`config.mk`:
```
export PLATFORM = sky130hd
export DESIGN_NAME = sorted_timer_queue
export DESIGN_NICKNAME = d
export VERILOG_FILES = /design/src/hw/rtl/stq_pkg.sv /design/src/hw/rtl/stq_ctrl.sv /design/src/hw/rtl/stq_datapath.sv /design/src/hw/rtl/sorted_timer_queue.sv
export SDC_FILE = /design/constraint.sdc
export NUM_CORES = 2
export LEC_CHECK = 0
export ABC_AREA = 0
export BUFFER_PORTS_ARGS = -buffer_cell sky130_fd_sc_hd__buf_2
export CAP_MARGIN = 20
export CORE_UTILIZATION = 53
export DETAILED_ROUTE_END_ITERATION = 10
export MAX_ROUTING_LAYER = met4
export PLACE_DENSITY = 0.77
export SLEW_MARGIN = 10
export SYNTH_ARGS = -nofsm -noshare
export SYNTH_HDL_FRONTEND = slang
export SYNTH_SLANG_ARGS = --single-unit
```
`constraint.sdc`:
```
create_clock -name clk_i -period 8.9 [get_ports clk_i]
set_input_delay 1.78 -clock clk_i [delete_from_list [all_inputs] [get_ports clk_i]]
set_output_delay 1.78 -clock clk_i [all_outputs]
set_load 0.02 [all_outputs]
```
`src/hw/rtl/stq_pkg.sv`:
```
// Shared types, codes and constants of the sorted timer queue.
package stq_pkg;

  localparam int TimerCount = 16;
  localparam int IdW        = 4;
  localparam int CntW       = 5;
  localparam int TimeW      = 32;

  localparam logic [1:0] KIND_ADD    = 2'd0;
  localparam logic [1:0] KIND_SET    = 2'd1;
  localparam logic [1:0] KIND_CANCEL = 2'd2;
  localparam logic [1:0] KIND_TICK   = 2'd3;

  localparam logic [1:0] ST_OK          = 2'd0;
  localparam logic [1:0] ST_PENDING     = 2'd1;
  localparam logic [1:0] ST_NOT_PENDING = 2'd2;

  typedef struct packed {
    logic [1:0]       kind;
    logic [IdW-1:0]   timer_id;
    logic [30:0]      delay_ms;
    logic [TimeW-1:0] deadline;
  } in_word_t;

  typedef struct packed {
    logic [1:0]              status;
    logic                    expired;
    logic [IdW-1:0]          expired_id;
    logic signed [TimeW-1:0] next_wait;
    logic                    last;
  } out_word_t;

  typedef enum logic [2:0] {
    S_IDLE, S_DECODE, S_REMOVE, S_SCAN, S_EXPIRE, S_WAIT, S_OUT
  } state_e;

  typedef enum logic [2:0] {
    OP_NONE, OP_LOAD, OP_DECODE, OP_REMOVE, OP_SCAN, OP_EXPIRE, OP_WAIT, OP_OUT
  } op_e;

  typedef struct packed {
    op_e  op;
    logic out_take;
  } ctrl_cmd_t;

  typedef struct packed {
    logic [1:0] kind;
    logic       pend_hit;
    logic       scan_more;
    logic       due;
    logic       out_last;
  } dp_stat_t;

  // True when a is strictly later than b by wrapping signed difference.
  function automatic logic is_later(logic [TimeW-1:0] a, logic [TimeW-1:0] b);
    logic [TimeW-1:0] d;
    d = a - b;
    return (d != '0) && !d[TimeW-1];
  endfunction

endpackage

```
`src/hw/rtl/stq_ctrl.sv`:
```
// Controller state machine of the sorted timer queue.
module stq_ctrl (
  input  logic              clk_i,
  input  logic              rst_ni,
  input  logic              in_valid_i,
  input  logic              out_stall_i,
  input  stq_pkg::dp_stat_t stat_i,
  output stq_pkg::ctrl_cmd_t cmd_o,
  output logic              in_stall_o,
  output logic              out_valid_o
);
  import stq_pkg::*;

  state_e state_q, state_d;

  always_ff @(posedge clk_i or negedge rst_ni) begin
    if (!rst_ni) begin
      state_q <= S_IDLE;
    end else begin
      state_q <= state_d;
    end
  end

  always_comb begin
    state_d = state_q;
    case (state_q)
      S_IDLE: begin
        if (in_valid_i) state_d = S_DECODE;
      end
      S_DECODE: begin
        case (stat_i.kind)
          KIND_ADD:    state_d = stat_i.pend_hit ? S_WAIT : S_SCAN;
          KIND_SET:    state_d = stat_i.pend_hit ? S_REMOVE : S_SCAN;
          KIND_CANCEL: state_d = stat_i.pend_hit ? S_REMOVE : S_WAIT;
          default:     state_d = S_EXPIRE;
        endcase
      end
      S_REMOVE: begin
        state_d = (stat_i.kind == KIND_SET) ? S_SCAN : S_WAIT;
      end
      S_SCAN: begin
        if (!stat_i.scan_more) state_d = S_WAIT;
      end
      S_EXPIRE: begin
        if (!stat_i.due) state_d = S_WAIT;
      end
      S_WAIT: begin
        state_d = S_OUT;
      end
      S_OUT: begin
        if (!out_stall_i && stat_i.out_last) state_d = S_IDLE;
      end
      default: state_d = S_IDLE;
    endcase
  end

  always_comb begin
    cmd_o.op       = OP_NONE;
    cmd_o.out_take = 1'b0;
    in_stall_o     = 1'b1;
    out_valid_o    = 1'b0;
    case (state_q)
      S_IDLE: begin
        in_stall_o = 1'b0;
        if (in_valid_i) cmd_o.op = OP_LOAD;
      end
      S_DECODE: cmd_o.op = OP_DECODE;
      S_REMOVE: cmd_o.op = OP_REMOVE;
      S_SCAN:   cmd_o.op = OP_SCAN;
      S_EXPIRE: cmd_o.op = OP_EXPIRE;
      S_WAIT:   cmd_o.op = OP_WAIT;
      S_OUT: begin
        cmd_o.op       = OP_OUT;
        out_valid_o    = 1'b1;
        cmd_o.out_take = !out_stall_i;
      end
      default: cmd_o.op = OP_NONE;
    endcase
  end

endmodule

```
`src/hw/rtl/stq_datapath.sv`:
```
// Datapath of the sorted timer queue: time counter, sorted list and result words.
module stq_datapath (
  input  logic                clk_i,
  input  logic                rst_ni,
  input  stq_pkg::in_word_t   in_word_i,
  input  stq_pkg::ctrl_cmd_t  cmd_i,
  output stq_pkg::dp_stat_t   stat_o,
  output stq_pkg::out_word_t  out_word_o
);
  import stq_pkg::*;

  logic [1:0]       kind_q;
  logic [IdW-1:0]   id_q;
  logic [30:0]      delay_q;
  logic [TimeW-1:0] dl_q;
  logic [1:0]       status_q;
  logic [TimeW-1:0] time_q;
  logic [TimerCount-1:0] pend_q;
  logic [CntW-1:0]  count_q;
  logic [CntW-1:0]  pos_q;
  logic [CntW-1:0]  nfired_q;
  logic [CntW-1:0]  out_idx_q;
  logic [TimeW-1:0] wait_q;
  logic [IdW-1:0]   ent_id_q [TimerCount];
  logic [TimeW-1:0] ent_dl_q [TimerCount];
  logic [IdW-1:0]   fired_q  [TimerCount];

  logic [TimerCount-1:0] match;
  logic [TimerCount-1:0] after;
  logic [IdW-1:0]   pos_idx;
  logic             scan_more;
  logic             due;
  logic [TimeW-1:0] head_diff;
  logic [CntW-1:0]  out_next;

  assign pos_idx   = pos_q[IdW-1:0];
  assign scan_more = (pos_q < count_q) && !is_later(ent_dl_q[pos_idx], dl_q);
  assign due       = (count_q != '0) && !is_later(ent_dl_q[0], time_q);
  assign head_diff = ent_dl_q[0] - time_q;
  assign out_next  = out_idx_q + CntW'(1);

  // The entry holding the removed id and everything behind it move up by one.
  always_comb begin
    for (int k = 0; k < TimerCount; k++) begin
      match[k] = (CntW'(k) < count_q) && (ent_id_q[k] == id_q);
    end
    after[0] = match[0];
    for (int k = 1; k < TimerCount; k++) begin
      after[k] = after[k-1] | match[k];
    end
  end

  always_ff @(posedge clk_i or negedge rst_ni) begin
    if (!rst_ni) begin
      time_q  <= '0;
      pend_q  <= '0;
      count_q <= '0;
    end else begin
      case (cmd_i.op)
        OP_DECODE: begin
          if (kind_q == KIND_TICK) time_q <= time_q + TimeW'(1);
        end
        OP_REMOVE: begin
          count_q     <= count_q - CntW'(1);
          pend_q[id_q] <= 1'b0;
        end
        OP_SCAN: begin
          if (!scan_more && (count_q < CntW'(TimerCount))) begin
            count_q      <= count_q + CntW'(1);
            pend_q[id_q] <= 1'b1;
          end
        end
        OP_EXPIRE: begin
          if (due) begin
            count_q             <= count_q - CntW'(1);
            pend_q[ent_id_q[0]] <= 1'b0;
          end
        end
        default: ;
      endcase
    end
  end

  always_ff @(posedge clk_i) begin
    case (cmd_i.op)
      OP_LOAD: begin
        kind_q  <= in_word_i.kind;
        id_q    <= in_word_i.timer_id;
        delay_q <= in_word_i.delay_ms;
        dl_q    <= in_word_i.deadline;
      end
      OP_DECODE: begin
        if (kind_q == KIND_SET) dl_q <= time_q + {1'b0, delay_q};
        pos_q    <= '0;
        nfired_q <= '0;
        if (kind_q == KIND_ADD && pend_q[id_q]) begin
          status_q <= ST_PENDING;
        end else if (kind_q == KIND_CANCEL && !pend_q[id_q]) begin
          status_q <= ST_NOT_PENDING;
        end else begin
          status_q <= ST_OK;
        end
      end
      OP_REMOVE: begin
        pos_q <= '0;
        for (int k = 0; k < TimerCount - 1; k++) begin
          if (after[k]) begin
            ent_id_q[k] <= ent_id_q[k+1];
            ent_dl_q[k] <= ent_dl_q[k+1];
          end
        end
      end
      OP_SCAN: begin
        if (scan_more) begin
          pos_q <= pos_q + CntW'(1);
        end else if (count_q < CntW'(TimerCount)) begin
          for (int k = 1; k < TimerCount; k++) begin
            if (CntW'(k) > pos_q) begin
              ent_id_q[k] <= ent_id_q[k-1];
              ent_dl_q[k] <= ent_dl_q[k-1];
            end
          end
          ent_id_q[pos_idx] <= id_q;
          ent_dl_q[pos_idx] <= dl_q;
        end
      end
      OP_EXPIRE: begin
        if (due) begin
          fired_q[nfired_q[IdW-1:0]] <= ent_id_q[0];
          nfired_q <= nfired_q + CntW'(1);
          for (int k = 0; k < TimerCount - 1; k++) begin
            ent_id_q[k] <= ent_id_q[k+1];
            ent_dl_q[k] <= ent_dl_q[k+1];
          end
        end
      end
      OP_WAIT: begin
        out_idx_q <= '0;
        if (count_q == '0) begin
          wait_q <= '1;
        end else if (head_diff[TimeW-1]) begin
          wait_q <= '0;
        end else begin
          wait_q <= head_diff;
        end
      end
      OP_OUT: begin
        if (cmd_i.out_take) out_idx_q <= out_next;
      end
      default: ;
    endcase
  end

  always_comb begin
    out_word_o.expired    = (nfired_q != '0);
    out_word_o.status     = out_word_o.expired ? ST_OK : status_q;
    out_word_o.expired_id = out_word_o.expired ? fired_q[out_idx_q[IdW-1:0]] : '0;
    out_word_o.next_wait  = wait_q;
    out_word_o.last       = out_word_o.expired ? (out_next == nfired_q) : 1'b1;
  end

  assign stat_o.kind      = kind_q;
  assign stat_o.pend_hit  = pend_q[id_q];
  assign stat_o.scan_more = scan_more;
  assign stat_o.due       = due;
  assign stat_o.out_last  = out_word_o.last;

endmodule

```
`src/hw/rtl/sorted_timer_queue.sv`:
```
// Top level of the sorted timer queue.
// Usage: each input word is one command: add (absolute deadline), set
// (relative delay), cancel, or tick (advance the millisecond counter by one).
// The block keeps up to 16 timers in a list sorted by deadline; equal
// deadlines keep insertion order. Every command yields one or more output
// words; the final one has last set. A tick yields one word per fired timer
// in list order, or one plain word if none is due. Every word carries the
// wait until the earliest remaining deadline, 0 if overdue, -1 if empty.
// Operation: one word is processed at a time. A command is loaded and
// decoded, then runs a remove if needed, then if needed the sorted insert
// that walks the list entry by entry (up to 16 entries), or for a tick the
// expiry sweep that fires due timers one by one from the head, then it
// computes the wait and hands out its output words in turn. No new input
// word is taken before the last one is through: the input stalls until the
// last output word of the command is taken; an output stall holds the
// current word. Reset empties the list, clears all pending flags and sets
// the time to zero.
module sorted_timer_queue (
  input  logic               clk_i,
  input  logic               rst_ni,
  input  logic               in_valid_i,
  output logic               in_stall_o,
  input  stq_pkg::in_word_t  in_word_i,
  output logic               out_valid_o,
  input  logic               out_stall_i,
  output stq_pkg::out_word_t out_word_o
);
  import stq_pkg::*;

  ctrl_cmd_t cmd;
  dp_stat_t  stat;

  stq_ctrl u_ctrl (
    .clk_i       (clk_i),
    .rst_ni      (rst_ni),
    .in_valid_i  (in_valid_i),
    .out_stall_i (out_stall_i),
    .stat_i      (stat),
    .cmd_o       (cmd),
    .in_stall_o  (in_stall_o),
    .out_valid_o (out_valid_o)
  );

  stq_datapath u_datapath (
    .clk_i      (clk_i),
    .rst_ni     (rst_ni),
    .in_word_i  (in_word_i),
    .cmd_i      (cmd),
    .stat_o     (stat),
    .out_word_o (out_word_o)
  );

endmodule
```
==> impl_metrics.json <==
{
  "cts_setup_buffers": 0,
  "crit_family": "simple AND/OR/NAND/NOR gates",
  "slowest_stage": "a2111oi_0",
  "io_buffers": 114,
  "fp.dieW_um": 309,
  "path_clk_slew_ps": 60,
  "outcome": "complete, no violations",
  "regToRegSetupSlack_ps": 930,
  "fp.dieArea_um2": 95600,
  "dpl_cell_area_um2": 51600,
  "use_met1": 0.457,
  "rows": 112,
  "dp_hpwl_um": 105000,
  "min_from": "u_datapath.time_q[7]",
  "synth_edf_count": 758,
  "antenna_found_initial": 1,
  "synthCells": 4404,
  "startpoint_type": "flop",
  "hold_path_class": "flop to flop",
  "period_minus_slack_ps": 7970,
  "crit_chain": "buf_12 > mux4_2 > mux4_2 > ha_1 > nor2b_1 > and3_1 > a2111oi_0 > o2111ai_1 > nor4_1 > nand4_1 > nor4b_1 > o2111a_1 > a2111oi_4 > and3_2 > a211oi_1 > nand2_2 > buf_4",
  "die_y_um": 309,
  "holdBufCountCts": 0,
  "cts_buffers": 90,
  "required_ps": 9250,
  "pwr_density_cell_nw_per_um2": 430,
  "fin_ws_ps": 932,
  "slowest_delay_ps": 860,
  "via_count": 39300,
  "nNetsFinal": 4556,
  "final_cell_mix": "edfxtp_1, mux2i_1, nand2_1, o21ai_0, a21oi_1",
  "gp_congestion": 0.990,
  "first_pass_iters": 8,
  "grt_max_degree": 73,
  "crit_path_frequent_cell": "mux4_2",
  "final_common_cell": "edfxtp_1",
  "grt_pass1_wl_um": 241000,
  "pin_count": 115,
  "via_per_inst": 6.89,
  "drive_gt1_frac": 0.151,
  "cts_max_level": 3,
  "reg2reg_to": "u_datapath.ent_dl_q[7][31]",
  "min_period_over_period": 0.895,
  "synth_top_area_frac": 0.455,
  "syn-num-nets": 4591,
  "reg2regPathDepth": 17,
  "min_path_cells": 1,
  "finClkSkew_ps": 51.6,
  "wirelength_um": 163000,
  "p_leak_uw": 0.0197,
  "start_util": 0.536,
  "cp.buffers_inverters": 2,
  "critPathArrivalTime_ps": 8320,
  "drc": 0,
  "synth.largest_area_cell": "edfxtp_1",
  "grt_overflow_total": 0,
  "root_buffer": "clkbuf_16",
  "nFillCells": 7516,
  "async_flop_share": 0.0681,
  "grt_use_met3": 0.0830,
  "clockBufferDepth": 3,
  "fin_tns_setup_ps": 0,
  "setup_violations": 0,
  "antenna_left": 0,
  "final_core_util": 0.587,
  "slew_violations": 0,
  "grt_use_met2": 0.507,
  "fmax_mhz": 125,
  "cts_sinks": 822,
  "area_growth_pct": 9.61,
  "max-cap-violations": 0,
  "cts_resized": 0,
  "min_delay_worst_endpoint": "u_datapath.time_q[7]",
  "rsz0062_at_grt": "false",
  "yosys_register_bits": 822,
  "grt_pass1_vias": 37600,
  "seqCellArea_um2": 24300,
  "end_kind": "flop",
  "synth.distinct_cells": 90,
  "hold_violations": 0,
  "synthFlopType": "edfxtp_1",
  "slew_headroom": 0.201,
  "post_drt_wl_per_cell_um": 28.7,
  "yosysSeqAreaShare": 0.486,
  "pre_cts_ws_ps": 1270,
  "core_um2": 93300,
  "insertion_delay_ps": 690,
  "peakVddDrop_mv": 0.359,
  "grt_usage": 0.350,
  "synthTopCellsByArea": "edfxtp_1, mux2i_1, mux4_2, o21ai_0, nand2_1",
  "path_max_fanout": 48,
  "avgSynthCellArea_um2": 11.4,
  "worst_slew_pin_slew_ps": 1200,
  "synth-warning-count": 0,
  "final_area_um2": 54800,
  "worstSetupPathType": "flop to flop",
  "cts_tree": "built",
  "drt_iter0_drc": 6364,
  "multi_input_area_um2": 23900,
  "gr-max-usage-layer": "met2",
  "synth_area_um2": 50000
}
cells in the mapped netlist, types with 13 or more instances:
master,instances
o21ai_1,60
mux4_2,185
nor2b_1,25
buf_2,65
o21a_1,16
o211ai_1,13
clkbuf_1,201
o221ai_1,20
nor3_1,41
mux2_2,58
inv_1,108
mux2_1,16
ha_1,111
dfrtp_1,56
or3_1,21
and2_1,20
mux2i_1,453
and3_1,33
o21ai_0,355
edfxtp_1,758
nand2_1,451
nor2_1,271
a31oi_1,24
a22oi_1,71
or2_2,14
buf_1,28
buf_6,24
a211oi_1,25
a21o_1,45
nand3_1,55
nand4_1,36
o22ai_1,68
nand2b_1,40
xor2_1,64
xnor2_1,106
a21oi_1,295
kinds of logic after synthesis:
group           after synthesis  share of synthesized area
simple gates               1068                     0.0977
fa+ha+maj                   114                     0.0290
buf+inv                     442                     0.0394
flops                       822                      0.486
xor+xnor                    170                     0.0298
mux                         712                      0.191
compound gates             1076                      0.127
worst register-to-register path, cell delays in order, from the launching register on:
cell and delay (ps):
dfxtp_4 680, buf_12 370, mux4_2 710, mux4_2 540, ha_1 390, nor2b_1 210
and3_1 200, a2111oi_0 860, o2111ai_1 230, nor4_1 340, nand4_1 170, nor4b_1 570
o2111a_1 460, a2111oi_4 250, and3_2 300, a211oi_1 270, nand2_2 580, buf_4 520
routing by layer:
layer,up-vias,routed length [um]
li1,16600,-
met1,18900,60200
met2,3171,71400
met3,589,21700
met4,0,10200
met5,-,0
through the flow:
stage | std cells | hold slack (ps) | power [uW]
6_report | 5700 | 516 | 23600
3_3_place_gp | 5529 | 497 | 18900
2_1_floorplan | 4404 | 472 | 15400
3_5_place_dp | 5529 | 507 | 19100
5_1_grt | 5699 | 532 | 24500
4_1_cts | 5696 | 519 | 23200
cell type report:
cell class | instances | share of cell area
diodes | 2 | 0.0000913
inverters | 109 | 0.00747
multi-input cells | 3140 | 0.437
repair buffers | 206 | 0.0257
clock buffers | 108 | 0.0431
flip-flops and latches | 822 | 0.444
clock inverters | 59 | 0.0141
well taps | 1254 | 0.0286
power by group:
part	internal (uW)	switching (uW)
clock	2370	1660
combinational	4490	6700
sequential	6680	1680
total	13500	10000
flip-flops by register name, summed over array words and instances (netlist names), named ones only:
signal                cells
u_datapath.delay_q       31
u_datapath.kind_q         2
u_datapath.count_q        5
u_datapath.ent_dl_q     512
u_datapath.time_q        32
u_datapath.id_q           4
u_datapath.wait_q        32
u_datapath.fired_q       64
u_datapath.dl_q          32
u_datapath.status_q       2
u_ctrl.state_q            3
u_datapath.pend_q        16
u_datapath.nfired_q       5
u_datapath.ent_id_q      64
u_datapath.pos_q          5
u_datapath.out_idx_q      5
how the worst max path moves through the flow:
stage	startpoint	end	slack, ps	cells after the start
floorplan	flop	u_datapath.ent_dl_q[3][0]	480	20
global placement	flop	u_datapath.ent_dl_q[7][6]	1380	18
detailed placement	flop	u_datapath.ent_dl_q[5][31]	1270	19
CTS	flop	u_datapath.ent_dl_q[5][31]	1200	19
global route	flop	u_datapath.ent_dl_q[7][31]	680	19
finish	flop	u_datapath.ent_dl_q[7][31]	930	17
(Power assumes the default switching activity.)
